**config.mk**
```make
export PLATFORM = sky130hd
export DESIGN_NAME = text_encoding_sniffer
export DESIGN_NICKNAME = d
export VERILOG_FILES = /design/src/rtl/core/tes_pkg.sv /design/src/rtl/core/tes_in_stage.sv /design/src/rtl/core/tes_scan.sv /design/src/rtl/core/tes_out_stage.sv /design/src/rtl/core/text_encoding_sniffer.sv
export SDC_FILE = /design/constraint.sdc
export NUM_CORES = 1
export LEC_CHECK = 0
export ABC_AREA = 0
export ABC_CLOCK_PERIOD_IN_PS = 11150
export BUFFER_PORTS_ARGS = -buffer_cell sky130_fd_sc_hd__buf_2
export CORE_UTILIZATION = 35
export CTS_BUF_LIST = sky130_fd_sc_hd__clkbuf_4 sky130_fd_sc_hd__clkbuf_8
export CTS_CLUSTER_SIZE = 20
export DETAILED_ROUTE_END_ITERATION = 12
export HOLD_SLACK_MARGIN = 0.02
export PLACE_DENSITY_LB_ADDON = 0.25
export RECOVER_POWER = 100
export SYNTH_ARGS = -nofsm -noshare
export SYNTH_HDL_FRONTEND = slang
export SYNTH_SLANG_ARGS = --single-unit
```
**constraint.sdc**
```tcl
create_clock -name clk -period 11.15 [get_ports clk]
set_clock_uncertainty 0.05 [all_clocks]
set_input_delay 1.115 -clock clk [delete_from_list [all_inputs] [get_ports clk]]
set_output_delay 1.115 -clock clk [all_outputs]
set_load 0.05 [all_outputs]
```
**src/rtl/core/tes_pkg.sv**
```systemverilog
`timescale 1ns / 1ps

package tes_pkg;

	localparam int TES_SCAN_WINDOW = 4096;

	localparam int IN_DATA_W  = 8;
	localparam int OUT_DATA_W = 8;
	localparam int ENC_W      = 3;

	localparam logic [ENC_W-1:0] ENC_ANSI     = 3'd0;
	localparam logic [ENC_W-1:0] ENC_UTF8     = 3'd1;
	localparam logic [ENC_W-1:0] ENC_UTF8_BOM = 3'd2;
	localparam logic [ENC_W-1:0] ENC_UTF16_LE = 3'd3;
	localparam logic [ENC_W-1:0] ENC_UTF16_BE = 3'd4;

	// byte order marks
	localparam logic [7:0] BOM8_B0  = 8'hEF;
	localparam logic [7:0] BOM8_B1  = 8'hBB;
	localparam logic [7:0] BOM8_B2  = 8'hBF;
	localparam logic [7:0] BOM16_FF = 8'hFF;
	localparam logic [7:0] BOM16_FE = 8'hFE;

	// utf-8 lead ranges and continuation form
	localparam logic [7:0] LEAD2_LO  = 8'hC2;
	localparam logic [7:0] LEAD2_HI  = 8'hDF;
	localparam logic [7:0] LEAD3_LO  = 8'hE0;
	localparam logic [7:0] LEAD3_HI  = 8'hEF;
	localparam logic [7:0] LEAD4_LO  = 8'hF0;
	localparam logic [7:0] LEAD4_HI  = 8'hF4;
	localparam logic [7:0] CONT_MASK = 8'hC0;
	localparam logic [7:0] CONT_TAG  = 8'h80;

	typedef struct packed {
		logic [IN_DATA_W-1:0] data_byte;
		logic                 has_byte;
		logic                 last_byte;
	} item_t;

	typedef struct packed {
		logic [ENC_W-1:0] encoding;
		logic             utf8_ok;
	} result_t;

endpackage

```
**src/rtl/core/tes_in_stage.sv**
```systemverilog
`timescale 1ns / 1ps

module tes_in_stage (
	input  logic                          clk,
	input  logic                          arst_n,
	input  logic                          s_axis_tvalid,
	output logic                          s_axis_tready,
	input  logic [tes_pkg::IN_DATA_W-1:0] s_axis_tdata,
	input  logic                          s_axis_tuser,
	input  logic                          s_axis_tlast,
	input  logic                          advance,
	output logic                          valid_s1,
	output tes_pkg::item_t                item_s1
);
	import tes_pkg::*;

	assign s_axis_tready = !valid_s1 || advance;

	always_ff @(posedge clk or negedge arst_n) begin
		if (!arst_n) begin
			valid_s1 <= 1'b0;
		end else if (s_axis_tvalid && s_axis_tready) begin
			valid_s1 <= 1'b1;
		end else if (advance) begin
			valid_s1 <= 1'b0;
		end
	end

	always_ff @(posedge clk) begin
		if (s_axis_tvalid && s_axis_tready) begin
			item_s1.data_byte <= s_axis_tdata;
			item_s1.has_byte  <= s_axis_tuser;
			item_s1.last_byte <= s_axis_tlast;
		end
	end

endmodule

```
**src/rtl/core/tes_scan.sv**
```systemverilog
`timescale 1ns / 1ps

module tes_scan #(
	parameter int SCAN_WINDOW = tes_pkg::TES_SCAN_WINDOW
) (
	input  logic             clk,
	input  logic             arst_n,
	input  logic             fire,
	input  tes_pkg::item_t   item,
	output tes_pkg::result_t res
);
	import tes_pkg::*;

	localparam int CW = $clog2(SCAN_WINDOW + 1);
	localparam int ZW = $clog2((SCAN_WINDOW + 1) / 2 + 1);
	localparam logic [CW-1:0] WIN = CW'(SCAN_WINDOW);

	logic [23:0]   head_q, head_n;
	logic [CW-1:0] count_q, count_n;
	logic [ZW-1:0] zeven_q, zeven_n;
	logic [ZW-1:0] zodd_q, zodd_n;
	logic [1:0]    cont_q, cont_n;
	logic          bad_q, bad_n;

	logic [7:0]    b;
	logic          ok;
	logic [CW+1:0] zeros4;
	logic [ZW+1:0] zeven4;
	logic [ZW+1:0] zodd4;
	logic          dense;
	logic [ENC_W-1:0] enc;

	assign b = item.data_byte;

	always_comb begin
		head_n  = head_q;
		count_n = count_q;
		zeven_n = zeven_q;
		zodd_n  = zodd_q;
		cont_n  = cont_q;
		bad_n   = bad_q;
		if (item.has_byte) begin
			if (count_q < CW'(3)) begin
				head_n[8*count_q[1:0] +: 8] = b;
			end
			if (count_q < WIN) begin
				if (b == 8'h00) begin
					if (count_q[0]) begin
						zodd_n = zodd_q + ZW'(1);
					end else begin
						zeven_n = zeven_q + ZW'(1);
					end
				end
				count_n = count_q + CW'(1);
			end
			if (!bad_q) begin
				if (cont_q != 2'd0) begin
					if ((b & CONT_MASK) != CONT_TAG) begin
						bad_n = 1'b1;
					end else begin
						cont_n = cont_q - 2'd1;
					end
				end else if (!b[7]) begin
					cont_n = 2'd0;
				end else if (b >= LEAD2_LO && b <= LEAD2_HI) begin
					cont_n = 2'd1;
				end else if (b >= LEAD3_LO && b <= LEAD3_HI) begin
					cont_n = 2'd2;
				end else if (b >= LEAD4_LO && b <= LEAD4_HI) begin
					cont_n = 2'd3;
				end else begin
					bad_n = 1'b1;
				end
			end
		end
	end

	// verdict on the state as it stands after this byte
	assign ok     = !bad_n && (cont_n == 2'd0);
	assign zeros4 = ((CW+2)'(zeven_n) + (CW+2)'(zodd_n)) << 2;
	assign zeven4 = (ZW+2)'(zeven_n) << 2;
	assign zodd4  = (ZW+2)'(zodd_n) << 2;
	assign dense  = zeros4 >= (CW+2)'(count_n);

	always_comb begin
		if (count_n >= CW'(3) && head_n[7:0] == BOM8_B0 && head_n[15:8] == BOM8_B1
				&& head_n[23:16] == BOM8_B2) begin
			enc = ENC_UTF8_BOM;
		end else if (count_n >= CW'(2) && head_n[7:0] == BOM16_FF
				&& head_n[15:8] == BOM16_FE) begin
			enc = ENC_UTF16_LE;
		end else if (count_n >= CW'(2) && head_n[7:0] == BOM16_FE
				&& head_n[15:8] == BOM16_FF) begin
			enc = ENC_UTF16_BE;
		end else if (count_n == '0) begin
			enc = ENC_ANSI;
		end else if (dense && (ZW+2)'(zodd_n) > zeven4) begin
			enc = ENC_UTF16_LE;
		end else if (dense && (ZW+2)'(zeven_n) > zodd4) begin
			enc = ENC_UTF16_BE;
		end else if (ok) begin
			enc = ENC_UTF8;
		end else begin
			enc = ENC_ANSI;
		end
	end

	assign res.encoding = enc;
	assign res.utf8_ok  = ok;

	always_ff @(posedge clk or negedge arst_n) begin
		if (!arst_n) begin
			head_q  <= '0;
			count_q <= '0;
			zeven_q <= '0;
			zodd_q  <= '0;
			cont_q  <= '0;
			bad_q   <= 1'b0;
		end else if (fire) begin
			if (item.last_byte) begin
				head_q  <= '0;
				count_q <= '0;
				zeven_q <= '0;
				zodd_q  <= '0;
				cont_q  <= '0;
				bad_q   <= 1'b0;
			end else begin
				head_q  <= head_n;
				count_q <= count_n;
				zeven_q <= zeven_n;
				zodd_q  <= zodd_n;
				cont_q  <= cont_n;
				bad_q   <= bad_n;
			end
		end
	end

endmodule

```
**src/rtl/core/tes_out_stage.sv**
```systemverilog
`timescale 1ns / 1ps

module tes_out_stage (
	input  logic                           clk,
	input  logic                           arst_n,
	input  logic                           load,
	input  tes_pkg::result_t               res,
	output logic                           can_take,
	output logic                           m_axis_tvalid,
	input  logic                           m_axis_tready,
	output logic [tes_pkg::OUT_DATA_W-1:0] m_axis_tdata
);
	import tes_pkg::*;

	result_t res_q;

	assign can_take = !m_axis_tvalid || m_axis_tready;
	assign m_axis_tdata = {(OUT_DATA_W - ENC_W - 1)'(0), res_q.utf8_ok, res_q.encoding};

	always_ff @(posedge clk or negedge arst_n) begin
		if (!arst_n) begin
			m_axis_tvalid <= 1'b0;
		end else if (load) begin
			m_axis_tvalid <= 1'b1;
		end else if (m_axis_tready) begin
			m_axis_tvalid <= 1'b0;
		end
	end

	always_ff @(posedge clk) begin
		if (load) begin
			res_q <= res;
		end
	end

endmodule

```
**src/rtl/core/text_encoding_sniffer.sv**
```systemverilog
// a last beat passes through the input register and then the verdict register to m_axis
// throughput: one beat per cycle while no final beat is held up, set by the single scan stage
// a final beat waits in the input register only while the verdict register is full and not taken
// reset: arst_n low clears both valid flags and all scan state at once
`timescale 1ns / 1ps

module text_encoding_sniffer #(
	parameter int SCAN_WINDOW = tes_pkg::TES_SCAN_WINDOW
) (
	input  logic                           clk,
	input  logic                           arst_n,
	// byte stream in
	input  logic                           s_axis_tvalid,
	output logic                           s_axis_tready,
	input  logic [tes_pkg::IN_DATA_W-1:0]  s_axis_tdata,  // [7:0] data_byte
	input  logic                           s_axis_tuser,  // [0] has_byte
	input  logic                           s_axis_tlast,  // last_byte
	// verdict out, one beat per file
	output logic                           m_axis_tvalid,
	input  logic                           m_axis_tready,
	output logic [tes_pkg::OUT_DATA_W-1:0] m_axis_tdata   // [2:0] encoding, [3] utf8_ok
);
	import tes_pkg::*;

	logic    valid_s1;
	item_t   item_s1;
	logic    can_take;
	logic    advance;
	logic    fire;
	result_t res;

	// a non-final beat only updates scan state and never blocks;
	// a final beat needs room in the verdict register
	assign advance = valid_s1 && (!item_s1.last_byte || can_take);
	assign fire    = advance;

	// input register: takes a new beat when empty or whenever the held one moves on
	tes_in_stage u_in (
		.clk           (clk),
		.arst_n        (arst_n),
		.s_axis_tvalid (s_axis_tvalid),
		.s_axis_tready (s_axis_tready),
		.s_axis_tdata  (s_axis_tdata),
		.s_axis_tuser  (s_axis_tuser),
		.s_axis_tlast  (s_axis_tlast),
		.advance       (advance),
		.valid_s1      (valid_s1),
		.item_s1       (item_s1)
	);

	// head bytes, zero parity counts and utf-8 tracker; verdict is formed
	// from the updated state and all scan state clears after a final beat
	tes_scan #(
		.SCAN_WINDOW (SCAN_WINDOW)
	) u_scan (
		.clk    (clk),
		.arst_n (arst_n),
		.fire   (fire),
		.item   (item_s1),
		.res    (res)
	);

	// verdict register, holds until the downstream side takes it
	tes_out_stage u_out (
		.clk           (clk),
		.arst_n        (arst_n),
		.load          (fire && item_s1.last_byte),
		.res           (res),
		.can_take      (can_take),
		.m_axis_tvalid (m_axis_tvalid),
		.m_axis_tready (m_axis_tready),
		.m_axis_tdata  (m_axis_tdata)
	);

endmodule

```
==> reports/summary.txt, run 1 <==
adder-cell share of the synthesized area - 10.26%
CTS tree - yes
Synth Register Bits - 80
Clk Tree Root Cell - clkbuf_8
final worst-path cycle share - 60.00%
design area - 6573 µm²
Reg2Reg Setup Slack - 4460 ps
vias in the first global route - 5142
Worst Hold Class - reg -> reg
WS Path Type - reg -> reg
P_leak - 2.876 nW
Detail Route Antenna Nets - 0
Nets - 781
Yosys warning count - 0
Post-synth EDFFs - 14
Worst EP required - 11220 ps
Vias/cell - 5.857
xor/xnor share of the synthesized area - 6.713%
Row Count - 48
CP Capture Type - flop
Post-synth top cells - nand2_1 (95), o21ai_0 (84), dfrtp_1 (66)
number of I/O pins - 24
Worst Hold Path EP - u_scan.head_q[22]
later-pin clock latency in the skew report - 380 ps
hold path depth - 2
CTS Hold Bufs - 0
clk buf depth - 2
clock share of power - 33.6%
Tmin final - 6690 ps
reg2reg path depth - 19
Port-buffer cells - 19
count of final setup violators - 0
status - finished, violations left
worst slack at placement - 4793 ps
RSZ-0062 raised after global routing - no
Max-slew headroom - -151.2%
HPWL Detailed - 12.55 mm
die area - 18160 µm²
Routed WL - 17.43 mm
Util after Layout - 38.13%
Sw Share - 33.74%
cts bufs inserted - 9
Reg clk slew, reported paths - 100 ps
layout cells sized above 1 - 5.679%
failing checks - capacitance limit, slew limit
Worst EP arrival - 6760 ps
largest family of logic cells by synthesized area - simple AND/OR/NAND/NOR gates
multiplexer share of the synthesized area - 0.5070%
area grow syn2layout - 6.530%
Max-Cap Viols - 3
r2r startpoint - u_in.item_s1[9]
Die X - 134.8 µm
mean post-synth cell area - 8.510 µm²
GRT Overall Usage - 19.50%
diode count - 0
reg2reg end - u_out.m_axis_tdata[0]
post-synth top area share - 26.77%
Vias - 5547
final setup margin - 4460 ps
VDD IR max - 0.07459 mV
drt initial violations - 551
pwr/cell area - 106.9 nW/µm²
Synth area leader - dfrtp_1
simple logic cell fraction of the synthesized area - 22.08%
Post CTS Setup Buffer Count - 0
initial antenna violation count - 0
DRC Markers - 0
grt ovf - 0
starting density of the core - 35.79%
total negative slack - 0 ps
Cell Area, Synth - 6170 µm²
DR pass1 iterations - 5
largest net degree at the start of global routing - 67
CP Launch Type - flop
post_cts resized - 0
Comb pwr share - 18.3%
Slew Limit Fails - 123
total power - 0.7024 mW
Max Clk Rate - 149.5 MHz
routability cong. - 0.8944
Worst Max-Slew Pin Slew - 3767 ps
Worst Path Max Fanout - 12
Placed Area - 6392 µm²
synth top area cells - dfrtp_1 (27%), ha_1 (9.9%), edfxtp_1 (6.8%), o21ai_0 (6.8%), nand2_1 (5.8%)
sequential share of power - 48.2%
asr flop ratio synth - 82.50%
clk sinks - 80
Placeable Area - 17240 µm²
fill count - 1732
Unique masters post-synth - 69
hold_sp - u_scan.head_q[22]
register area share after synthesis - 33.58%
Int Pwr - 0.4654 mW
H-Tree Depth - 3
Die Span Y - 134.8 µm
DR WL/cell - 18.41 µm
Syn Inst Count - 725
Net Switching - 0.2370 mW
first-pass GRT wire length - 27.57 mm
most frequent cell after synthesis - nand2_1
Final Hold Viols - 0
fraction of the mapped netlist area in compound gates - 21.23%
Most used DFF post-synth - dfrtp_1
==> cells in the final DEF (no fill, tap or decap), types with 8 or more instances in the layout <==
cell / n
nand2_1: 94
o21ai_0: 84
dfrtp_1: 66
ha_1: 49
inv_1: 38
nor2_1: 32
xnor2_1: 25
nand3_1: 23
a21oi_1: 22
nand4_1: 21
xor2_1: 17
a22oi_1: 16
nor3_1: 15
a21o_1: 14
edfxtp_1: 14
buf_2: 13
nor4_1: 10
and3_1: 10
o31ai_1: 10
clkbuf_8: 9
clkbuf_1: 8
==> state kept, by name (all words and copies together), names as in the netlist <==
signal,flops
u_in.valid_s1,1
u_scan.bad_q,1
u_in.item_s1,10
u_scan.zeven_q,12
u_scan.count_q,13
u_scan.cont_q,2
u_scan.head_q,24
u_scan.zodd_q,12
u_out.m_axis_tvalid,1
u_out.m_axis_tdata,4
==> layout make-up <==
type                            count  area (µm²)  area share (%)
Clock buffer                        9       123.9           1.885
Inverter                           38       142.6           2.170
Timing Repair Buffer               23       110.1           1.675
Tap cell                          225       281.5           4.283
Clock inverter                      7       85.08           1.294
Sequential cell                    80        2072           31.52
Multi-Input combinational cell    565        3757           57.17
==> per-layer routing <==
metal / GRT usage [%] / up-vias / wire [µm]
met3: 3.566 / 25 / 1047
li1: - / 2626 / -
met1: 26.74 / 2677 / 8146
met5: 0 / - / 0
met2: 31.33 / 219 / 7917
met4: 5.431 / 0 / 321
==> how the worst max path moves through the flow <==
| stage | start | endpoint | slack [ps] | depth (start not counted) |
|---|---|---|---|---|
| 6_report | u_in.item_s1[9] | u_out.m_axis_tdata[0] | 4460 | 19 |
| 5_1_grt | u_in.item_s1[9] | u_out.m_axis_tdata[0] | 3990 | 19 |
| 4_1_cts | u_in.item_s1[9] | u_out.m_axis_tdata[0] | 4790 | 19 |
| 3_5_place_dp | u_in.item_s1[9] | u_out.m_axis_tdata[0] | 4790 | 19 |
| 3_3_place_gp | u_in.item_s1[9] | u_out.m_axis_tdata[0] | 5080 | 22 |
| 2_1_floorplan | u_in.item_s1[6] | u_out.m_axis_tdata[0] | 5500 | 24 |
==> critical path, cell delays in order, from the launching register on <==
cell and delay [ps]:
edfxtp_1 610, or4_1 710, nor4_1 860, nand2_1 170
xor2_1 350, inv_1 80, ha_1 330, nor2b_1 140
o21ai_0 150, nand2b_1 100, and2_0 180, a41oi_1 360
o21ai_0 190, xor2_1 180, ha_1 200, a2111oi_0 390
o311ai_0 270, or4b_2 710, a221oi_2 300, a211oi_1 80
==> stage by stage <==
step	hold slack [ps]	std cells
after floorplan	393.6	728
after global placement	415.4	931
after detailed placement	422.6	931
after CTS	446.6	947
after global routing	477.9	947
final	452.7	947
==> kinds of logic (layout without fill, tap and decap cells) <==
kind of cell | count (synthesis) | in the layout
AO/OA/AOI/OAI | 202 | 202
buffers and inverters | 83 | 77
flip-flops | 80 | 80
multiplexers | 3 | 3
AND/OR/NAND/NOR | 262 | 262
other | 1 | 4
XOR/XNOR | 44 | 44
adder cells (fa/ha/maj) | 50 | 50
==> power groups by stage <==
stage	clock, mW	sequential (mW)	combinational [mW]
finish	0.236	0.338	0.128
global route	0.253	0.341	0.141
CTS	0.244	0.337	0.129
detailed placement	0	0.343	0.129
global placement	0	0.343	0.127
floorplan	0	0.338	0.0921
Power figures use the tool's default switching activity.
==> run 2, diff against run 1 <==
--- a/config.mk
+++ b/config.mk
@@ -6,7 +6,7 @@
 export NUM_CORES = 1
 export LEC_CHECK = 0
 export ABC_AREA = 0
-export ABC_CLOCK_PERIOD_IN_PS = 11150
+export ABC_CLOCK_PERIOD_IN_PS = 6650
 export BUFFER_PORTS_ARGS = -buffer_cell sky130_fd_sc_hd__buf_2
 export CORE_UTILIZATION = 35
 export CTS_BUF_LIST = sky130_fd_sc_hd__clkbuf_4 sky130_fd_sc_hd__clkbuf_8
==> constraint.sdc (replaced) <==
create_clock -name clk -period 6.65 [get_ports clk]
set_clock_uncertainty 0.05 [all_clocks]
set_input_delay 0.665 -clock clk [delete_from_list [all_inputs] [get_ports clk]]
set_output_delay 0.665 -clock clk [all_outputs]
set_load 0.05 [all_outputs]
==> reports/summary.txt, run 2 (same netlist as run 1, synthesis figures left out) <==
status - finished, violations left
failing checks - capacitance limit, slew limit
Slew Limit Fails - 180 (+46%)
drt initial violations - 514 (-6.7%)
Clk Tree Root Cell - clkbuf_8
Reg clk slew, reported paths - 90 ps (about the same)
WS Path Type - reg -> reg
later-pin clock latency in the skew report - 390 ps (about the same)
max reg flops - 24 (unchanged)
grt ovf - 0 (unchanged)
layout cells sized above 1 - 6.319% (+0.64 points)
Largest regs - u_scan.head_q (24), u_scan.count_q (13)
CTS Hold Bufs - 0 (unchanged)
final worst-path cycle share - 91.46% (+31 points)
Detail Route Antenna Nets - 0 (unchanged)
Vias - 5507 (-0.72%)
CP Launch Type - flop
routability cong. - 0.9183 (+2.7%)
Worst Max-Slew Pin Slew - 3831 ps (+63.21 ps)
Top delay family on crit path - simple AND/OR/NAND/NOR gates
Post CTS Setup Buffer Count - 0 (unchanged)
Die Span Y - 134.8 µm (unchanged)
clk buf depth - 2 (unchanged)
Port-buffer cells - 19 (unchanged)
Vias/cell - 5.779 (-1.3%)
CTS tree - yes
Nets - 787 (+0.77%)
post_cts resized - 0 (unchanged)
Reg2Reg Setup Slack - 570 ps (-3890 ps)
total negative slack - 0 ps (unchanged)
Max Clk Rate - 164.4 MHz (+10%)
diode count - 0 (unchanged)
design area - 6636 µm² (+0.97%)
area grow syn2layout - 7.564%
DR pass1 iterations - 5 (unchanged)
number of I/O pins - 24 (unchanged)
VDD IR max - 0.1546 mV (+110%)
CP Cell Sequence - or4_1, nor3_1, and4_1, nand4_1, xor2_1, inv_1, ha_1, a21o_1, a21o_1, a41oi_2, o21ai_0, xor2_1, ha_1, a2111oi_0, o311ai_0, or4b_4, a221oi_1, a211oi_1
Routed WL - 17.57 mm (+0.76%)
Worst Hold Class - in -> reg
HPWL Detailed - 12.83 mm (+2.2%)
total power - 1.213 mW (+73%)
largest net degree at the start of global routing - 67 (unchanged)
vias in the first global route - 5256 (+2.2%)
most common cell after layout, fill and taps aside - nand2_1
worst slack at placement - 585.8 ps (-4207 ps)
die area - 18160 µm² (unchanged)
DRC Markers - 0 (unchanged)
final setup margin - 567.7 ps (-3893 ps)
RSZ-0062 raised after global routing - no
Final Hold Viols - 0 (unchanged)
worst stage delay on the critical path - 650 ps (-210 ps)
DR WL/cell - 18.43 µm (+0.13%)
Worst Path Max Fanout - 10 (-2)
clk sinks - 80 (unchanged)
fill count - 1740 (+0.46%)
Die X - 134.8 µm (unchanged)
first-pass GRT wire length - 28.15 mm (+2.1%)
Placed Area - 6437 µm² (+0.70%)
H-Tree Depth - 3 (unchanged)
pwr/cell area - 182.8 nW/µm² (+71%)
CP max stage cell - or4_1
count of final setup violators - 0 (unchanged)
P_leak - 2.904 nW (+0.99%)
Worst EP required - 6710 ps (-4510 ps)
Worst Path Buf+Inv - 1 (unchanged)
Row Count - 48 (unchanged)
Max-Cap Viols - 4 (+1)
cts bufs inserted - 9 (unchanged)
most frequent cells in the layout - nand2_1 (94), o21ai_0 (84), dfrtp_1 (66), ha_1 (49), inv_1 (38)
Max-slew headroom - -155.4% (-4.2 points)
Worst EP arrival - 6150 ps (-610 ps)
Most flops, register - u_scan.head_q
Placeable Area - 17240 µm² (unchanged)
CP Capture Type - flop
initial antenna violation count - 0 (unchanged)
Tmin final - 6082 ps (-607.3 ps)
GRT Overall Usage - 20.07% (+0.57 points)
starting density of the core - 35.79% (unchanged)
run 2: final cells by class:
| cell class | instances | area, µm² | share of cell area, % |
|---|---|---|---|
| Inverter | 38 | 142.6 | 2.149 |
| Sequential cell | 80 | 2072 | 31.22 |
| Tap cell | 225 | 281.5 | 4.242 |
| Clock inverter | 7 | 102.6 | 1.546 |
| Clock buffer | 9 | 123.9 | 1.867 |
| Multi-Input combinational cell | 565 | 3762 | 56.69 |
| Timing Repair Buffer | 29 | 151.4 | 2.281 |
run 2: worst reg2reg max path, stage by stage (launching register included):
cell and delay, ps:
edfxtp_1 560, or4_1 660, nor3_1 420, and4_1 410, nand4_1 150, xor2_1 360, inv_1 130, ha_1 400
a21o_1 190, a21o_1 170, a41oi_2 230, o21ai_0 160, xor2_1 160, ha_1 200, a2111oi_0 360, o311ai_0 270
or4b_4 530, a221oi_1 330, a211oi_1 90
run 2: power by group:
group          total [mW]  internal [mW]  switching (mW)
sequential          0.561          0.531          0.0306
combinational       0.224         0.0719           0.152
clock               0.428          0.215           0.213
total                1.21          0.818           0.395
run 2: worst paths after layout:
| kind | startpoint | to | cells past startpoint |
|---|---|---|---|
| setup / recovery | u_in.item_s1[7] | u_out.m_axis_tdata[0] | 18 |
| hold / removal | s_axis_tdata[6] | u_in.item_s1[8] | 1 |
| setup reg to reg | u_in.item_s1[7] | u_out.m_axis_tdata[0] | 18 |
| hold reg to reg | u_scan.head_q[4] | u_scan.head_q[4] | 2 |
| max in group asynchronous | arst_n | u_scan.bad_q | 2 |
| min in group asynchronous | arst_n | u_scan.zeven_q[5] | 2 |
run 2: through the flow:
stage | utilization [%] | hold WS (ps) | cells
6_report | 38.50 | 396.0 | 953
5_1_grt | 38.50 | 376.6 | 953
4_1_cts | 38.66 | 377.0 | 953
3_5_place_dp | 37.35 | 430.9 | 937
3_3_place_gp | 37.35 | 419.3 | 937
2_1_floorplan | - | 319.4 | 728
run 2: metal layers:
layer,global-route usage (%),vias to the layer above,routed length (µm)
li1,-,2633,-
met3,3.866,27,963
met4,6.305,0,360
met1,28.10,2657,8441
met5,0,-,0
met2,31.04,190,7800
==> run 3, diff against run 2 <==
--- a/config.mk
+++ b/config.mk
@@ -15,6 +15,7 @@
 export HOLD_SLACK_MARGIN = 0.02
 export PLACE_DENSITY_LB_ADDON = 0.25
 export RECOVER_POWER = 100
+export SLEW_MARGIN = 20
 export SYNTH_ARGS = -nofsm -noshare
 export SYNTH_HDL_FRONTEND = slang
 export SYNTH_SLANG_ARGS = --single-unit
==> constraint.sdc (replaced) <==
create_clock -name clk -period 6.65 [get_ports clk]
set_clock_uncertainty 0.05 [all_clocks]
set_input_delay 0.665 -clock clk [delete_from_list [all_inputs] [get_ports clk]]
set_output_delay 0.665 -clock clk [all_outputs]
set_load 0.005 [all_outputs]
==> reports/summary.txt, run 3 (same netlist as run 1, synthesis figures left out) <==
status - finished, violations left
failing checks - capacitance limit, slew limit
GRT Overall Usage - 20.14% (+0.073 points)
Worst Path Max Fanout - 10 (unchanged)
number of I/O pins - 24 (unchanged)
DR WL/cell - 18.46 µm (+0.17%)
Die X - 134.8 µm (unchanged)
Detail Route Antenna Nets - 0 (unchanged)
Reg clk slew, reported paths - 100 ps (about the same)
Worst Max-Slew Pin Slew - 3807 ps (-23.61 ps)
vias in the first global route - 5280 (+0.46%)
Max-Cap Viols - 4 (unchanged)
Sw Share - 32.72% (+0.13 points)
WS Path Type - reg -> reg
Int Pwr - 0.7790 mW (-4.7%)
drt initial violations - 399 (-22%)
first-pass GRT wire length - 28.41 mm (+0.96%)
CP Capture Type - flop
final worst-path cycle share - 91.09% (-0.37 points)
fill count - 1739 (-0.057%)
Placeable Area - 17240 µm² (unchanged)
P_leak - 2.890 nW (-0.50%)
max reg flops - 24 (unchanged)
layout cells sized above 1 - 6.319% (unchanged)
final hold slack - 398.1 ps (+2.032 ps)
Largest regs - u_scan.head_q (24), u_scan.count_q (13)
initial antenna violation count - 0 (unchanged)
Vias/cell - 5.800 (+0.36%)
Post CTS Setup Buffer Count - 0 (unchanged)
routability cong. - 0.9183 (unchanged)
Die Span Y - 134.8 µm (unchanged)
Util after Layout - 38.37% (-0.13 points)
Placed Area - 6444 µm² (about the same)
later-pin clock latency in the skew report - 390 ps (about the same)
worst stage delay on the critical path - 660 ps (about the same)
design area - 6614 µm² (-0.34%)
pwr/cell area - 175.1 nW/µm² (-4.2%)
Worst EP required - 6710 ps (about the same)
RSZ-0062 raised after global routing - no
CP Cell Sequence - or4_1, nor3_1, nand2_1, xnor2_1, ha_1, inv_1, fa_1, nor2b_1, o21ai_0, nand2b_1, and2_0, a21oi_1, xnor2_1, ha_1, a21o_1, a21o_1, a21oi_1, nor2b_1, o21ai_0, o311ai_0, or4b_4, a221oi_1, a211oi_1
CP Launch Type - flop
non-filler cells in the finished layout - 953 (unchanged)
Comb pwr share - 18.1% (-0.4 points)
Post-Place Cells - 937 (unchanged)
Slew Limit Fails - 180 (unchanged)
starting density of the core - 35.79% (unchanged)
most common cell after layout, fill and taps aside - nand2_1
Max-slew headroom - -153.8% (+1.6 points)
sequential share of power - 48.5% (+2.2 points)
CTS tree - yes
Tmin final - 6058 ps (-24.51 ps)
Net Switching - 0.3788 mW (-4.2%)
Vias - 5527 (+0.36%)
Worst EP arrival - 6120 ps (-30 ps)
area grow syn2layout - 7.199%
DR pass1 iterations - 5 (unchanged)
most frequent cells in the layout - nand2_1 (94), o21ai_0 (84), dfrtp_1 (66), ha_1 (49), inv_1 (38)
Routed WL - 17.60 mm (+0.17%)
CTS Hold Bufs - 0 (unchanged)
Nets - 787 (unchanged)
Port-buffer cells - 19 (unchanged)
grt ovf - 0 (unchanged)
Worst Hold Class - in -> reg
clk buf depth - 2 (unchanged)
DRC Markers - 0 (unchanged)
clk sinks - 80 (unchanged)
Final Hold Viols - 0 (unchanged)
cts bufs inserted - 9 (unchanged)
clock share of power - 33.4% (-1.9 points)
largest net degree at the start of global routing - 67 (unchanged)
total negative slack - 0 ps (unchanged)
CP max stage cell - or4_1
Clk Tree Root Cell - clkbuf_8
Max Clk Rate - 165.1 MHz (+0.40%)
Most flops, register - u_scan.head_q
post_cts resized - 0 (unchanged)
count of final setup violators - 0 (unchanged)
Row Count - 48 (unchanged)
die area - 18160 µm² (unchanged)
HPWL Detailed - 12.84 mm (about the same)
diode count - 0 (unchanged)
VDD IR max - 0.1515 mV (-2.0%)
H-Tree Depth - 3 (unchanged)
==> run 3: per-layer routing <==
metal | track usage (%) | share of wire, % | vias up
met5 | 0 | 0 | -
met3 | 3.228 | 4.6 | 24
met2 | 31.67 | 45 | 159
li1 | - | - | 2641
met4 | 5.743 | 1.7 | 0
met1 | 28.41 | 49 | 2703
==> run 3: power by group through the flow <==
stage	clock [mW]	sequential [mW]	combinational [mW]
2_1_floorplan	0	0.556	0.149
3_3_place_gp	0	0.569	0.206
3_5_place_dp	0	0.569	0.210
4_1_cts	0.396	0.560	0.210
5_1_grt	0.414	0.565	0.230
6_report	0.387	0.561	0.210
==> run 3: worst max-delay path: cells and delay by family (launching register included) <==
family / cells / cell delay (ps)
XOR/XNOR: 2 / 410
AND/OR/NAND/NOR: 8 / 2280
adder cells (fa/ha/maj): 3 / 980
AO/OA/AOI/OAI: 9 / 1430
flip-flops: 1 / 560
buffers and inverters: 1 / 60
==> run 3: final timing paths <==
kind | cells after the start | slack (ps) | from | endpoint
hold / removal | 1 | 400 | s_axis_tdata[4] | u_in.item_s1[6]
hold reg to reg | 2 | 460 | u_scan.head_q[11] | u_scan.head_q[11]
setup / recovery | 23 | 590 | u_in.item_s1[7] | u_out.m_axis_tdata[0]
min in group asynchronous | 2 | 1650 | arst_n | u_scan.zeven_q[5]
setup reg to reg | 23 | 590 | u_in.item_s1[7] | u_out.m_axis_tdata[0]
max in group asynchronous | 2 | 2780 | arst_n | u_out.m_axis_tvalid
==> run 3: stage by stage <==
stage          power (mW)  setup WS [ps]
2_1_floorplan      0.7051          998.2
3_3_place_gp       0.7741          776.7
3_5_place_dp       0.7793          616.6
4_1_cts             1.166          597.4
5_1_grt             1.209          116.6
6_report            1.158          592.2
==> run 3: layout make-up <==
type | count | area (µm²) | area share (%)
timing repair buffer | 29 | 151.4 | 2.289
multi-input combinational | 565 | 3762 | 56.89
clock inverter | 7 | 80.08 | 1.211
sequential | 80 | 2072 | 31.33
inverter | 38 | 142.6 | 2.157
clock buffer | 9 | 123.9 | 1.873
tap | 225 | 281.5 | 4.257
